## src/rtl/core/msfs_pkg.sv

```systemverilog
`timescale 1ns / 1ps
// ----------------------------------------------------------------------------
// msfs_pkg
// Shared types and constants for the multichannel smoothing frame sender.
// ----------------------------------------------------------------------------
package msfs_pkg;

   localparam int CHANNEL_W  = 3;
   localparam int SAMPLE_W   = 12;
   localparam int BYTE_W     = 8;
   localparam int LVL_EXT_W  = 16;

   localparam int CHANNELS_DEFAULT    = 6;
   localparam int SAMPLE_BITS_DEFAULT = 12;
   localparam int QUEUE_DEPTH_DEFAULT = 2;

   localparam int LEVEL_RESET = 2048;

   localparam logic [BYTE_W-1:0] SYNC_FIRST  = 8'hAA;
   localparam logic [BYTE_W-1:0] SYNC_SECOND = 8'h55;

   typedef struct packed {
      logic [CHANNEL_W-1:0] channel;
      logic [SAMPLE_W-1:0]  sample;
   } req_type;

   typedef struct packed {
      logic [BYTE_W-1:0] frame_byte;
      logic              frame_end;
   } rsp_type;

   typedef struct packed {
      logic [CHANNEL_W-1:0] channel;
      logic [SAMPLE_W-1:0]  sample;
      logic                 last;
   } cmd_type;

endpackage

```

## src/rtl/core/msfs_front.sv

```systemverilog
`timescale 1ns / 1ps
// ----------------------------------------------------------------------------
// msfs_front
// Classifies incoming samples: drops unknown channels, tags the last channel.
// ----------------------------------------------------------------------------
module msfs_front #(
   parameter int CHANNELS = msfs_pkg::CHANNELS_DEFAULT
) (
   input  logic             push,
   input  msfs_pkg::req_type req_item,
   output logic             q_push,
   output msfs_pkg::cmd_type q_cmd
);
   import msfs_pkg::*;

   logic in_range;
   logic is_last;

   always_comb begin
      in_range      = 32'(req_item.channel) < CHANNELS;
      is_last       = 32'(req_item.channel) == (CHANNELS - 1);
      q_push        = push && in_range;
      q_cmd.channel = req_item.channel;
      q_cmd.sample  = req_item.sample;
      q_cmd.last    = is_last;
   end

endmodule

```

## src/rtl/core/msfs_queue.sv

```systemverilog
`timescale 1ns / 1ps
// ----------------------------------------------------------------------------
// msfs_queue
// Short flop queue of classified items between front and back.
// ----------------------------------------------------------------------------
module msfs_queue #(
   parameter int DEPTH = msfs_pkg::QUEUE_DEPTH_DEFAULT
) (
   input  logic              clock,
   input  logic              reset,
   input  logic              push,
   input  msfs_pkg::cmd_type wr_cmd,
   output logic              full,
   output logic              valid,
   output msfs_pkg::cmd_type rd_cmd,
   input  logic              pop
);
   import msfs_pkg::*;

   localparam int PTR_W = (DEPTH > 1) ? $clog2(DEPTH) : 1;
   localparam int CNT_W = $clog2(DEPTH + 1);

   cmd_type            slot_ff [DEPTH];
   logic [PTR_W-1:0]   wr_ptr_ff, wr_ptr_in;
   logic [PTR_W-1:0]   rd_ptr_ff, rd_ptr_in;
   logic [CNT_W-1:0]   count_ff, count_in;
   logic               do_push, do_pop;

   always_comb begin
      full    = count_ff == CNT_W'(DEPTH);
      valid   = count_ff != '0;
      rd_cmd  = slot_ff[rd_ptr_ff];
      do_push = push && !full;
      do_pop  = pop && valid;

      wr_ptr_in = wr_ptr_ff;
      rd_ptr_in = rd_ptr_ff;
      count_in  = count_ff;
      if (do_push) begin
         wr_ptr_in = (wr_ptr_ff == PTR_W'(DEPTH - 1)) ? '0 : wr_ptr_ff + 1'b1;
      end
      if (do_pop) begin
         rd_ptr_in = (rd_ptr_ff == PTR_W'(DEPTH - 1)) ? '0 : rd_ptr_ff + 1'b1;
      end
      if (do_push && !do_pop) begin
         count_in = count_ff + 1'b1;
      end else if (!do_push && do_pop) begin
         count_in = count_ff - 1'b1;
      end
   end

   always_ff @(posedge clock) begin
      if (do_push) begin
         slot_ff[wr_ptr_ff] <= wr_cmd;
      end
      if (reset) begin
         wr_ptr_ff <= '0;
         rd_ptr_ff <= '0;
         count_ff  <= '0;
      end else begin
         wr_ptr_ff <= wr_ptr_in;
         rd_ptr_ff <= rd_ptr_in;
         count_ff  <= count_in;
      end
   end

endmodule

```

## src/rtl/core/msfs_back.sv

```systemverilog
`timescale 1ns / 1ps
// ----------------------------------------------------------------------------
// msfs_back
// Updates the per-channel smoothed levels and streams out the frame bytes.
// ----------------------------------------------------------------------------
module msfs_back #(
   parameter int CHANNELS    = msfs_pkg::CHANNELS_DEFAULT,
   parameter int SAMPLE_BITS = msfs_pkg::SAMPLE_BITS_DEFAULT
) (
   input  logic              clock,
   input  logic              reset,
   input  logic              q_valid,
   input  msfs_pkg::cmd_type q_cmd,
   output logic              q_pop,
   output logic              empty,
   input  logic              pop,
   output msfs_pkg::rsp_type rsp_item
);
   import msfs_pkg::*;

   localparam int IDX_W = (CHANNELS > 1) ? $clog2(CHANNELS) : 1;
   localparam int ACC_W = SAMPLE_BITS + 3;
   localparam logic [SAMPLE_BITS-1:0] QUANT_MASK = {{(SAMPLE_BITS-2){1'b1}}, 2'b00};

   typedef enum logic [1:0] {
      ST_IDLE,
      ST_HEAD,
      ST_LEVEL,
      ST_SUM
   } state_type;

   state_type               state_ff, state_in;
   logic [SAMPLE_BITS-1:0]  levels_ff [CHANNELS];
   logic [SAMPLE_BITS-1:0]  levels_in [CHANNELS];
   logic [IDX_W-1:0]        idx_ff, idx_in;
   logic                    hi_ff, hi_in;
   logic [1:0]              head_ff, head_in;
   logic [BYTE_W-1:0]       sum_ff, sum_in;
   logic                    out_valid_ff, out_valid_in;
   rsp_type                 out_ff, out_in;

   logic [IDX_W-1:0]        rd_idx;
   logic [SAMPLE_BITS-1:0]  old_lvl;
   logic [LVL_EXT_W-1:0]    lvl_ext;
   logic [SAMPLE_BITS-1:0]  sample_lvl;
   logic [ACC_W-1:0]        acc;
   logic [SAMPLE_BITS-1:0]  new_lvl;
   logic                    slot_free;
   logic                    emit;
   logic [BYTE_W-1:0]       emit_byte;
   logic                    emit_end;

   always_comb begin
      rd_idx     = (state_ff == ST_IDLE) ? IDX_W'(q_cmd.channel) : idx_ff;
      old_lvl    = levels_ff[rd_idx];
      lvl_ext    = LVL_EXT_W'(old_lvl);
      sample_lvl = SAMPLE_BITS'(q_cmd.sample);
      acc        = (ACC_W'(old_lvl) << 3) - ACC_W'(old_lvl) + ACC_W'(sample_lvl);
      new_lvl    = SAMPLE_BITS'(acc >> 3) & QUANT_MASK;
      slot_free  = !out_valid_ff || pop;

      state_in  = state_ff;
      levels_in = levels_ff;
      idx_in    = idx_ff;
      hi_in     = hi_ff;
      head_in   = head_ff;
      sum_in    = sum_ff;
      q_pop     = 1'b0;
      emit      = 1'b0;
      emit_byte = '0;
      emit_end  = 1'b0;

      case (state_ff)
         ST_IDLE: begin
            if (q_valid) begin
               q_pop             = 1'b1;
               levels_in[rd_idx] = new_lvl;
               if (q_cmd.last) begin
                  state_in = ST_HEAD;
                  head_in  = '0;
                  sum_in   = '0;
               end
            end
         end
         ST_HEAD: begin
            if (slot_free) begin
               emit = 1'b1;
               case (head_ff)
                  2'd0:    emit_byte = SYNC_FIRST;
                  2'd1:    emit_byte = SYNC_SECOND;
                  default: emit_byte = BYTE_W'(CHANNELS);
               endcase
               sum_in  = sum_ff ^ emit_byte;
               head_in = head_ff + 1'b1;
               if (head_ff == 2'd2) begin
                  state_in = ST_LEVEL;
                  idx_in   = '0;
                  hi_in    = 1'b1;
               end
            end
         end
         ST_LEVEL: begin
            if (slot_free) begin
               emit      = 1'b1;
               emit_byte = hi_ff ? lvl_ext[15:8] : lvl_ext[7:0];
               sum_in    = sum_ff ^ emit_byte;
               hi_in     = !hi_ff;
               if (!hi_ff) begin
                  if (idx_ff == IDX_W'(CHANNELS - 1)) begin
                     state_in = ST_SUM;
                  end else begin
                     idx_in = idx_ff + 1'b1;
                  end
               end
            end
         end
         ST_SUM: begin
            if (slot_free) begin
               emit      = 1'b1;
               emit_byte = sum_ff;
               emit_end  = 1'b1;
               state_in  = ST_IDLE;
            end
         end
         default: begin
            state_in = ST_IDLE;
         end
      endcase

      out_in       = out_ff;
      out_valid_in = out_valid_ff;
      if (emit) begin
         out_in.frame_byte = emit_byte;
         out_in.frame_end  = emit_end;
         out_valid_in      = 1'b1;
      end else if (pop) begin
         out_valid_in = 1'b0;
      end

      empty    = !out_valid_ff;
      rsp_item = out_ff;
   end

   always_ff @(posedge clock) begin
      out_ff  <= out_in;
      idx_ff  <= idx_in;
      hi_ff   <= hi_in;
      head_ff <= head_in;
      sum_ff  <= sum_in;
      if (reset) begin
         state_ff     <= ST_IDLE;
         out_valid_ff <= 1'b0;
         for (int i = 0; i < CHANNELS; i++) begin
            levels_ff[i] <= SAMPLE_BITS'(LEVEL_RESET);
         end
      end else begin
         state_ff     <= state_in;
         out_valid_ff <= out_valid_in;
         levels_ff    <= levels_in;
      end
   end

endmodule

```

## src/rtl/core/multichannel_smoothing_frame_sender_core.sv

```systemverilog
`timescale 1ns / 1ps
// ----------------------------------------------------------------------------
// multichannel_smoothing_frame_sender_core
// Per-channel first-order smoothing with a sync/count/levels/XOR byte frame.
// ----------------------------------------------------------------------------
// Each item carries a channel number and a sample. Items with a channel of
// CHANNELS or more are taken and dropped. Others enter a two-entry queue;
// the back end updates that channel's level as it pops the item. When the
// item is for the last channel, the back end then sends 3 + 2*CHANNELS + 1
// bytes, one per cycle while pop keeps up, and takes no further item from
// the queue until the checksum byte is in the output register. The byte
// sequencer and the single read port on the level registers bound how fast
// a full scan of CHANNELS samples goes through.
// ----------------------------------------------------------------------------
module multichannel_smoothing_frame_sender_core #(
   parameter int CHANNELS    = msfs_pkg::CHANNELS_DEFAULT,
   parameter int SAMPLE_BITS = msfs_pkg::SAMPLE_BITS_DEFAULT
) (
   input  logic              clock,
   input  logic              reset,
   input  logic              push,
   output logic              full,
   input  msfs_pkg::req_type req_item,
   output logic              empty,
   input  logic              pop,
   output msfs_pkg::rsp_type rsp_item
);
   import msfs_pkg::*;

   logic    q_push;
   cmd_type q_wr_cmd;
   logic    q_valid;
   cmd_type q_rd_cmd;
   logic    q_pop;

   msfs_front #(
      .CHANNELS (CHANNELS)
   ) u_front (
      .push     (push),
      .req_item (req_item),
      .q_push   (q_push),
      .q_cmd    (q_wr_cmd)
   );

   msfs_queue #(
      .DEPTH (QUEUE_DEPTH_DEFAULT)
   ) u_queue (
      .clock  (clock),
      .reset  (reset),
      .push   (q_push),
      .wr_cmd (q_wr_cmd),
      .full   (full),
      .valid  (q_valid),
      .rd_cmd (q_rd_cmd),
      .pop    (q_pop)
   );

   msfs_back #(
      .CHANNELS    (CHANNELS),
      .SAMPLE_BITS (SAMPLE_BITS)
   ) u_back (
      .clock    (clock),
      .reset    (reset),
      .q_valid  (q_valid),
      .q_cmd    (q_rd_cmd),
      .q_pop    (q_pop),
      .empty    (empty),
      .pop      (pop),
      .rsp_item (rsp_item)
   );

endmodule

```

## config.mk

```make
export PLATFORM = sky130hd
export DESIGN_NAME = multichannel_smoothing_frame_sender_core
export DESIGN_NICKNAME = d
export VERILOG_FILES = /design/src/rtl/core/msfs_pkg.sv /design/src/rtl/core/msfs_front.sv /design/src/rtl/core/msfs_queue.sv /design/src/rtl/core/msfs_back.sv /design/src/rtl/core/multichannel_smoothing_frame_sender_core.sv
export SDC_FILE = /design/constraint.sdc
export NUM_CORES = 1
export LEC_CHECK = 0
export BUFFER_PORTS_ARGS = -buffer_cell sky130_fd_sc_hd__clkbuf_2
export CAP_MARGIN = 20
export CORE_ASPECT_RATIO = 1.75
export CORE_MARGIN = 2
export CORE_UTILIZATION = 30
export DETAILED_ROUTE_END_ITERATION = 8
export SKIP_CTS_REPAIR_TIMING = 1
export SLEW_MARGIN = 20
export SYNTH_ARGS = -nofsm -noshare
export SYNTH_HDL_FRONTEND = slang
export SYNTH_SLANG_ARGS = --single-unit
```

## constraint.sdc

```tcl
create_clock -name clock -period 3.77 [get_ports clock]
set_input_delay 0.1885 -clock clock [delete_from_list [all_inputs] [get_ports clock]]
set_output_delay 0.1885 -clock clock [all_outputs]
set_load 0.005 [all_outputs]
```

# Word level (Yosys, flattened, before mapping)
# Memories as Yosys holds them, arrays and structs flattened. A register that Yosys moved wholly into a read port is not among the register bits.
# Cells that the tools add are included.
# Widths: inputs -> output; s select.
[totals] ram_bits=32 ff_bits=102 memories=1 output_inout_bits=11 elab_cells=133 rom_bits=0 latch_bits=0
[classes] magnitude_cmp=3 div=0 reduce_logical=27 bitwise=3 multipliers=0 n_eq_ne=17 n_mux=57 addsub=8 shift=0
[mem_list] name="u_queue.slot_ff" depth=2 width=16 rd=1 rd_ports_with_merged_regs=1 wr=1 line="msfs_queue.sv:23" text="cmd_type slot_ff [DEPTH];"
[op_table] operator="$mux 8" n=10
[op_table] operator="$bwmux 72" n=1
[op_table] operator="$pmux 8 s3" n=2
[op_table] operator="$bmux 12 s3" n=1
[op_table] operator="$demux 12 s3" n=1
[op_table] operator="$mux 12" n=3
[op_table] operator="$mux 2" n=13
[op_table] operator="$mux 3" n=6
[op_table] operator="$pmux 8 s2" n=1
[op_table] operator="$xor 8x8->8" n=2
[op_table] operator="$add 15x12->15" n=1
[op_table] operator="$mux 1" n=15
[op_table] operator="$sub 15x12->15" n=1
[op_table] operator="$ne 2x1->1 const B" n=5
[op_table] operator="$reduce_bool 2->1" n=5
[op_table] operator="$eq 2x2->1 const B" n=4
[op_table] operator="$ne 2x2->1 const B" n=4
[op_table] operator="$pmux 2 s4" n=1
[op_table] operator="$reduce_and 4->1" n=2
[op_table] operator="$reduce_and 8->1" n=1
[op_table] operator="$eq 3x3->1 const B" n=2
[op_table] operator="$logic_and 1x1->1" n=6
[op_table] operator="$pmux 3 s2" n=1
[op_table] operator="$reduce_and 6->1" n=1
[op_table] operator="other kinds (18)" n=26

# Longest topological paths before layout
# Gate-level depths: netlist of run 1.
[logic_depth] depth_word=10 mapped_depth=20

# Hierarchy
# Synthesis of run 1 repeated with hierarchy kept, for this count alone.
[unflattened] cells_unflattened=716 area_unflattened_um2=6668.9
[modules_own_cells] mod="msfs_back" area_each_um2=5158.7 cells_per_inst=623 instances=1
[modules_own_cells] mod="msfs_queue" area_each_um2=1373.8 cells_per_inst=75 instances=1
[modules_own_cells] mod="msfs_front" area_each_um2=136.4 cells_per_inst=18 instances=1

# Least setup slack after synthesis of run 1
# No wires, ideal clock.
[synth_path] path_type="register to register" from="register u_back.state_ff[0]" to="register u_back.levels_ff[23] in the netlist's numbering" t_arrival_ns=3.993 t_required_ns=3.646 stages_incl_launch_ff=19 path_buffers=2 slack_ns=-0.347 path_cell_list="dfxtp_1 > inv_1 > ha_1 > buf_4 > a21oi_4 > mux4_2 > a22oi_1 > inv_1 > fa_1 > inv_1 > ha_1 > nand2_1 > a21oi_1 > a21oi_1 > nor4_1 > o22ai_1 > buf_2 > nor4_1 > nor3_2"
[synth_via] elab_chain_cells=9 word_cells_on_any_way=15
[synth_rtl] element="start: declaration" line="msfs_back.sv:32" text="state_type state_ff, state_in;"
[synth_rtl] element="start signal: assignment" line="msfs_back.sv:157" text="state_ff <= state_in;"
[synth_rtl] element="$logic_not 2->1 (*)" line="msfs_back.sv:54, msfs_back.sv:73"
[synth_rtl] element="$mux 3" line="msfs_back.sv:54" text="rd_idx = (state_ff == ST_IDLE) ? IDX_W'(q_cmd.channel) : idx_ff;"
[synth_rtl] element="$not 3->4 (implied by the code)" line="msfs_back.sv:55, msfs_back.sv:77"
[synth_rtl] element="$bmux 12 s3" line="msfs_back.sv:55" text="old_lvl = levels_ff[rd_idx];"
[synth_rtl] element="$mux 12 (implied by the code) (2 in series)" line="msfs_back.sv:55"
[synth_rtl] element="$sub 15x12->15" line="msfs_back.sv:58" text="acc = (ACC_W'(old_lvl) << 3) - ACC_W'(old_lvl) + ACC_W'(sample_lvl);"
[synth_rtl] element="$add 15x12->15" line="msfs_back.sv:58"
[synth_rtl] element="$bwmux 72" line="msfs_back.sv:77" text="levels_in[rd_idx] = new_lvl;"
[synth_rtl] element="end signal: indexed assignment" line="msfs_back.sv:154" text="levels_ff[i] <= SAMPLE_BITS'(LEVEL_RESET);"
[synth_rtl] element="end signal: assignment" line="msfs_back.sv:159" text="levels_ff <= levels_in;"
[synth_rtl] element="end: declaration" line="msfs_back.sv:33" text="logic [SAMPLE_BITS-1:0] levels_ff [CHANNELS];"
# Mark *: on every way between the ends. The rest lies on a longest branch, timed or not. The select of a mux whose other input is x is not followed.
# A chain may end at the register's enable or synchronous reset.

# Worst setup path in the final report of run 1
[layout_path] from="register u_back.state_ff[0]" to="register u_back.levels_ff[35] in the netlist's numbering"
# Same word-level chain as after synthesis.

==> flow_metrics.tcl, run 1 <==
set metrics [dict create \
    htreeDepth 4 \
    required_ns 4.07 \
    cpMostUsedCell "inv_2" \
    synth_area_um2 6440 \
    max_freq_mhz 244 \
    drcViolationCount 0 \
    grt_pass1_wl_mm 28.5 \
    hp-start "req_item[13]" \
    status "complete, but fails checks" \
    worstPathCellList "inv_2 -> ha_4 -> nor2_4 -> a21oi_4 -> mux4_2 -> a22oi_2 -> inv_2 -> fa_2 -> inv_2 -> ha_4 -> a2111o_1 -> a21oi_4 -> nor4_4 -> o22ai_2 -> buf_6 -> and3_4 -> nor3_2" \
    ys_ff_latch 121 \
    end_kind "flip-flop" \
    reg2regPathDepth 17 \
    die_w_um 115 \
    gp_congestion 0.907 \
    yosys-top-cells-area "edfxtp_1 (25%), dfxtp_1 (21%), nor2_1 (6.7%)" \
    crit_buf_inv 4 \
    reg2reg_from "u_back.state_ff[0]" \
    clock_latency_ns 0.42 \
    drv_cap 0 \
    vias 5574 \
    synth.distinct_cells 60 \
    fin_util 0.421 \
    yosys.area.top_type_share 0.247 \
    nets 873 \
    routedWlPerCell_um 17.5 \
    cp-start-kind "flip-flop" \
    grt_antenna_before_repair 0 \
    synth-seq-area-share 0.458 \
    setup_ws_ns -0.327 \
    dp_hpwl_mm 13.7 \
    period_needed_ns 4.10 \
    drt-initial-drc-count 260 \
    yosysMostFrequentCell "nor2_1" \
    firstDrtPassIters 5 \
    worst_pin_slew_ns 0.875 \
    clock_sinks 121 \
    slowest_delay_ns 0.55 \
    root_buffer "clkbuf_16" \
    ys.flop_type "dfxtp_1" \
    grt_overflow 0 \
    synth_nets 728 \
    grt.total_usage 0.166 \
    initial_core_util 0.302 \
    core_um2 21300 \
    hold_viol 0 \
    portBuffers 28 \
    synth_edf_count 53 \
    wirelength_mm 19.0 \
    post-route-period-util 1.09 \
    cp.arrival_ns 4.40 \
    cp-startpoint "u_back.state_ff[0]" \
    yosysTopAreaCell "edfxtp_1" \
    worstPathMaxFanout 6 \
    violations "setup timing" \
    cts_tree "done" \
    area_growth_pct 39.4 \
    rsz0062_at_grt "true" \
    viasPerCell 5.13 \
    syn_area_per_cell_um2 9.56 \
    async_flop_share 0 \
    cts_inserted_buffers 17 \
    die_height_um 198 \
    setup_viol 53 \
    worst_slew_margin_rel 0.415 \
    crit_path_top_delay_cell "mux4_2" \
    dieArea_um2 22700 \
    skew_ns 0.0101 \
    grt_max_degree 32 \
    ys_warn_count 0 \
    cts_max_path_buffers 2 \
    netlist_instances 674 \
    maxSlewViolCount 0 \
    crit_type "flip-flop to flip-flop" \
    crit_cells 17 \
    path_delay_family "compound AO/OA/AOI/OAI gates" \
    io-pin-count 30 \
    min_path_cells 1 \
    path_clk_slew_ns 0.05 \
    ant_nets 0 \
    holdCritPathClass "input pin to flip-flop" \
    drive_gt1_frac 0.357 \
    synthTopCellsByCount "nor2_1 (115), dfxtp_1 (68), nand2_1 (61)" \
    n_antenna_cell 0 \
    std_cell_rows 71 \
    grt_pass1_vias 5455 \
]
==> layout make-up <==
type / count / area (um2)
Fill cell: 2016 / 12300
Sequential cell: 121 / 2960
Clock inverter: 11 / 103
Timing Repair Buffer: 158 / 1210
Inverter: 31 / 116
Tap cell: 255 / 319
Clock buffer: 21 / 462
Multi-Input combinational cell: 490 / 3810
==> worst reg2reg max path, delay by kind of cell, from the launching register on <==
| family | cells | cell delay [ns] |
|---|---|---|
| AND/OR/NAND/NOR | 4 | 0.34 |
| buffers and inverters | 4 | 0.41 |
| adder cells (fa/ha/maj) | 3 | 0.90 |
| multiplexers | 1 | 0.55 |
| flip-flops | 1 | 0.32 |
| AO/OA/AOI/OAI | 5 | 1.46 |
==> metal layers <==
layer / routed length, um / track usage
met3: 614 / 0.0248
met1: 6750 / 0.161
met2: 10500 / 0.312
met4: 1160 / 0.117
met5: 0 / 0
==> cell usage in the layout (no fill, tap or decap), drive strengths merged, types with 8 or more instances in the layout <==
| cell | synthesis | layout |
|---|---|---|
| a211oi | 16 | 16 |
| a21o | 10 | 10 |
| a21oi | 56 | 56 |
| a31oi | 8 | 8 |
| buf | 11 | 118 |
| clkbuf | 21 | 49 |
| clkinv | 0 | 9 |
| dfxtp | 68 | 68 |
| dlygate4sd3 | 0 | 12 |
| edfxtp | 53 | 53 |
| ha | 28 | 28 |
| inv | 31 | 31 |
| mux2 | 16 | 16 |
| mux2i | 23 | 23 |
| nand2 | 61 | 61 |
| nand3 | 13 | 13 |
| nor2 | 115 | 115 |
| nor3 | 21 | 21 |
| o21ai | 11 | 11 |
| xor2 | 14 | 14 |
==> sequential cells by signal (all words and copies together), names as in the netlist, named ones only <==
| signal | flops |
|---|---|
| u_back.head_ff | 2 |
| u_back.hi_ff | 1 |
| u_back.idx_ff | 3 |
| u_back.levels_ff | 60 |
| u_back.out_valid_ff | 1 |
| u_back.rsp_item | 9 |
| u_back.state_ff | 2 |
| u_back.sum_ff | 8 |
| u_queue.count_ff | 2 |
| u_queue.rd_ptr_ff | 1 |
| u_queue.slot_ff | 30 |
| u_queue.wr_ptr_ff | 1 |
==> path summary, 6_finish.rpt <==
| check | to | slack (ns) |
|---|---|---|
| max | u_back.levels_ff[35] | -0.33 |
| max reg2reg | u_back.levels_ff[35] | -0.33 |
| min | u_queue.slot_ff[1][14] | 0.002 |
| min reg2reg | u_back.levels_ff[8] | 0.46 |
==> stage by stage <==
stage / instances / cell area [um2] / hold slack (ns) / TNS, ns / worst slack, ns
after floorplan: 674 / 6630 / 0.287 / -0.0732 / -0.0224
after global placement: 1018 / 7640 / 0.378 / -9.44 / -0.258
after detailed placement: 1018 / 7640 / 0.381 / -13.12 / -0.348
after CTS: 1050 / 8210 / -0.0549 / -15.07 / -0.383
after global routing: 1087 / 8980 / 0.00751 / -17.96 / -0.440
final: 1087 / 8980 / 0.00208 / -9.85 / -0.327
==> cells by family (layout without fill, tap and decap cells) <==
family,after synthesis,after routing,synth area share
buffers and inverters,63,221,0.0421
flip-flops,121,121,0.458
adder cells (fa/ha/maj),35,35,0.0761
XOR/XNOR,19,19,0.0258
AND/OR/NAND/NOR,256,256,0.180
multiplexers,41,41,0.0732
AO/OA/AOI/OAI,139,139,0.145
Power of run 1 is left out: the tool's default activity adds up to more than one toggle a clock period on the data nets, which glitch-free logic cannot reach.
==> inputs of run 2 (changes only) <==
SYNTH_HIERARCHICAL = 1   (was not set)
clock period = 4.55 ns   (was 3.77 ns; I/O delays follow)
==> flow_metrics.tcl, run 2 <==
set metrics [dict create \
    status "completed" \
    stdcell_count 1061 \
    crit_cells 17 \
    worst_pin_slew_ns 1.02 \
    crit_path_top_delay_cell "fa_1" \
    root_buffer "clkbuf_16" \
    largest_reg_flops 60 \
    cp.arrival_ns 4.59 \
    drive_gt1_frac 0.181 \
    grt_overflow 0 \
    post-route-period-util 0.955 \
    regMostFlops "u_back/levels_ff" \
    portBuffers 28 \
    drt-initial-drc-count 337 \
    cts_max_path_buffers 2 \
    routedWlPerCell_um 15.8 \
    drv_cap 0 \
    firstDrtPassIters 5 \
    vias 5282 \
    reg2regPathDepth 17 \
    layout_commonest_cell "nand2_1" \
    dieArea_um2 23200 \
    timing.reg2reg.setup_slack_ns 0.20 \
    std_cell_rows 71 \
    worstPathCellList "inv_1 -> ha_2 -> buf_4 -> a22o_2 -> buf_12 -> buf_4 -> a32oi_1 -> o21ai_1 -> inv_1 -> fa_1 -> ha_1 -> a21oi_1 -> nand3_1 -> nand2_1 -> a31oi_2 -> xnor2_2 -> o211ai_1" \
    skew_ns 0.00721 \
    max_freq_mhz 230 \
    cp-start-kind "flip-flop" \
    grt_pass1_vias 5286 \
    synth_nets 767 \
    cp-startpoint "u_back/state_ff[0]" \
    worstPathMaxFanout 7 \
    grt_antenna_before_repair 0 \
    hold_viol 0 \
    core_um2 21500 \
    cts_tree "done" \
    crit_end "u_back/levels_ff[35]" \
    path_delay_family "compound AO/OA/AOI/OAI gates" \
    worst_slew_margin_rel 0.323 \
    setup_viol 0 \
    ys_warn_count 6 \
    drcViolationCount 0 \
    dp_hpwl_mm 12.1 \
    slowest_delay_ns 0.43 \
    holdCritPathClass "input pin to flip-flop" \
    initial_core_util 0.307 \
    io-pin-count 30 \
    period_needed_ns 4.35 \
    nets 811 \
    gp_congestion 0.847 \
    die_height_um 200 \
    layout_common_cells "nand2_1 (150), a21oi_1 (68), dfxtp_1 (68)" \
    crit_buf_inv 5 \
    fill_cells 2235 \
    end_kind "flip-flop" \
    synth_area_um2 6590 \
    grt.total_usage 0.151 \
    reg2reg_from "u_back/state_ff[0]" \
    netlist_instances 712 \
    crit_type "flip-flop to flip-flop" \
    area_growth_pct 20.1 \
    clock_sinks 121 \
    dp.cells 1021 \
    required_ns 4.79 \
    worst_r2r_endpoint "u_back/levels_ff[35]" \
    htreeDepth 4 \
    finalSetupTns_ns 0 \
    ant_nets 0 \
    cts_inserted_buffers 17 \
    wirelength_mm 16.7 \
    syn_area_per_cell_um2 9.26 \
    clock_latency_ns 0.42 \
    maxSlewViolCount 0 \
    viasPerCell 4.98 \
    path_clk_slew_ns 0.06 \
    grt_pass1_wl_mm 26.7 \
    die_w_um 116 \
    n_antenna_cell 0 \
    grt_max_degree 54 \
]
[run 2: final cells by class]
type,instances,area (um2),area share
multi-input combinational,512,3280,0.415
clock buffer,18,429,0.0542
tap,292,365,0.0462
clock inverter,14,204,0.0258
inverter,24,90.1,0.0114
sequential,121,2950,0.373
timing repair buffer,80,588,0.0743
[run 2: metal layers]
layer / up-vias / part of all wire / wire [um] / GRT usage
met5: - / 0 / 0 / 0
met4: 0 / 0.052 / 873 / 0.102
met3: 44 / 0.025 / 410 / 0.0266
met2: 102 / 0.54 / 9100 / 0.278
met1: 2533 / 0.38 / 6330 / 0.151
li1: 2603 / - / - / -
[run 2: worst min-delay path by stage]
stage / from / endpoint / slack, ns / cells after the start
floorplan: reset / u_queue/count_ff[1] / 0.30 / 1
global placement: req_item[3] / u_queue/slot_ff[1][4] / 0.42 / 1
detailed placement: req_item[5] / u_queue/slot_ff[1][6] / 0.42 / 1
CTS: req_item[5] / u_queue/slot_ff[0][6] / -0.02 / 1
global route: req_item[12] / u_queue/slot_ff[0][13] / 0.0006 / 1
finish: req_item[12] / u_queue/slot_ff[0][13] / 0.01 / 1
[run 2: stage by stage]
stage	util	setup slack, ns	hold slack [ns]	cell area, um2
2_1_floorplan	-	0.395	0.297	6590
3_3_place_gp	0.334	0.140	0.417	7170
3_5_place_dp	0.334	0.0459	0.420	7170
4_1_cts	0.363	0.0350	-0.0204	7800
5_1_grt	0.368	-0.00712	0.000585	7910
6_report	0.368	0.203	0.00959	7910
Power of run 2 is left out for the same reason.
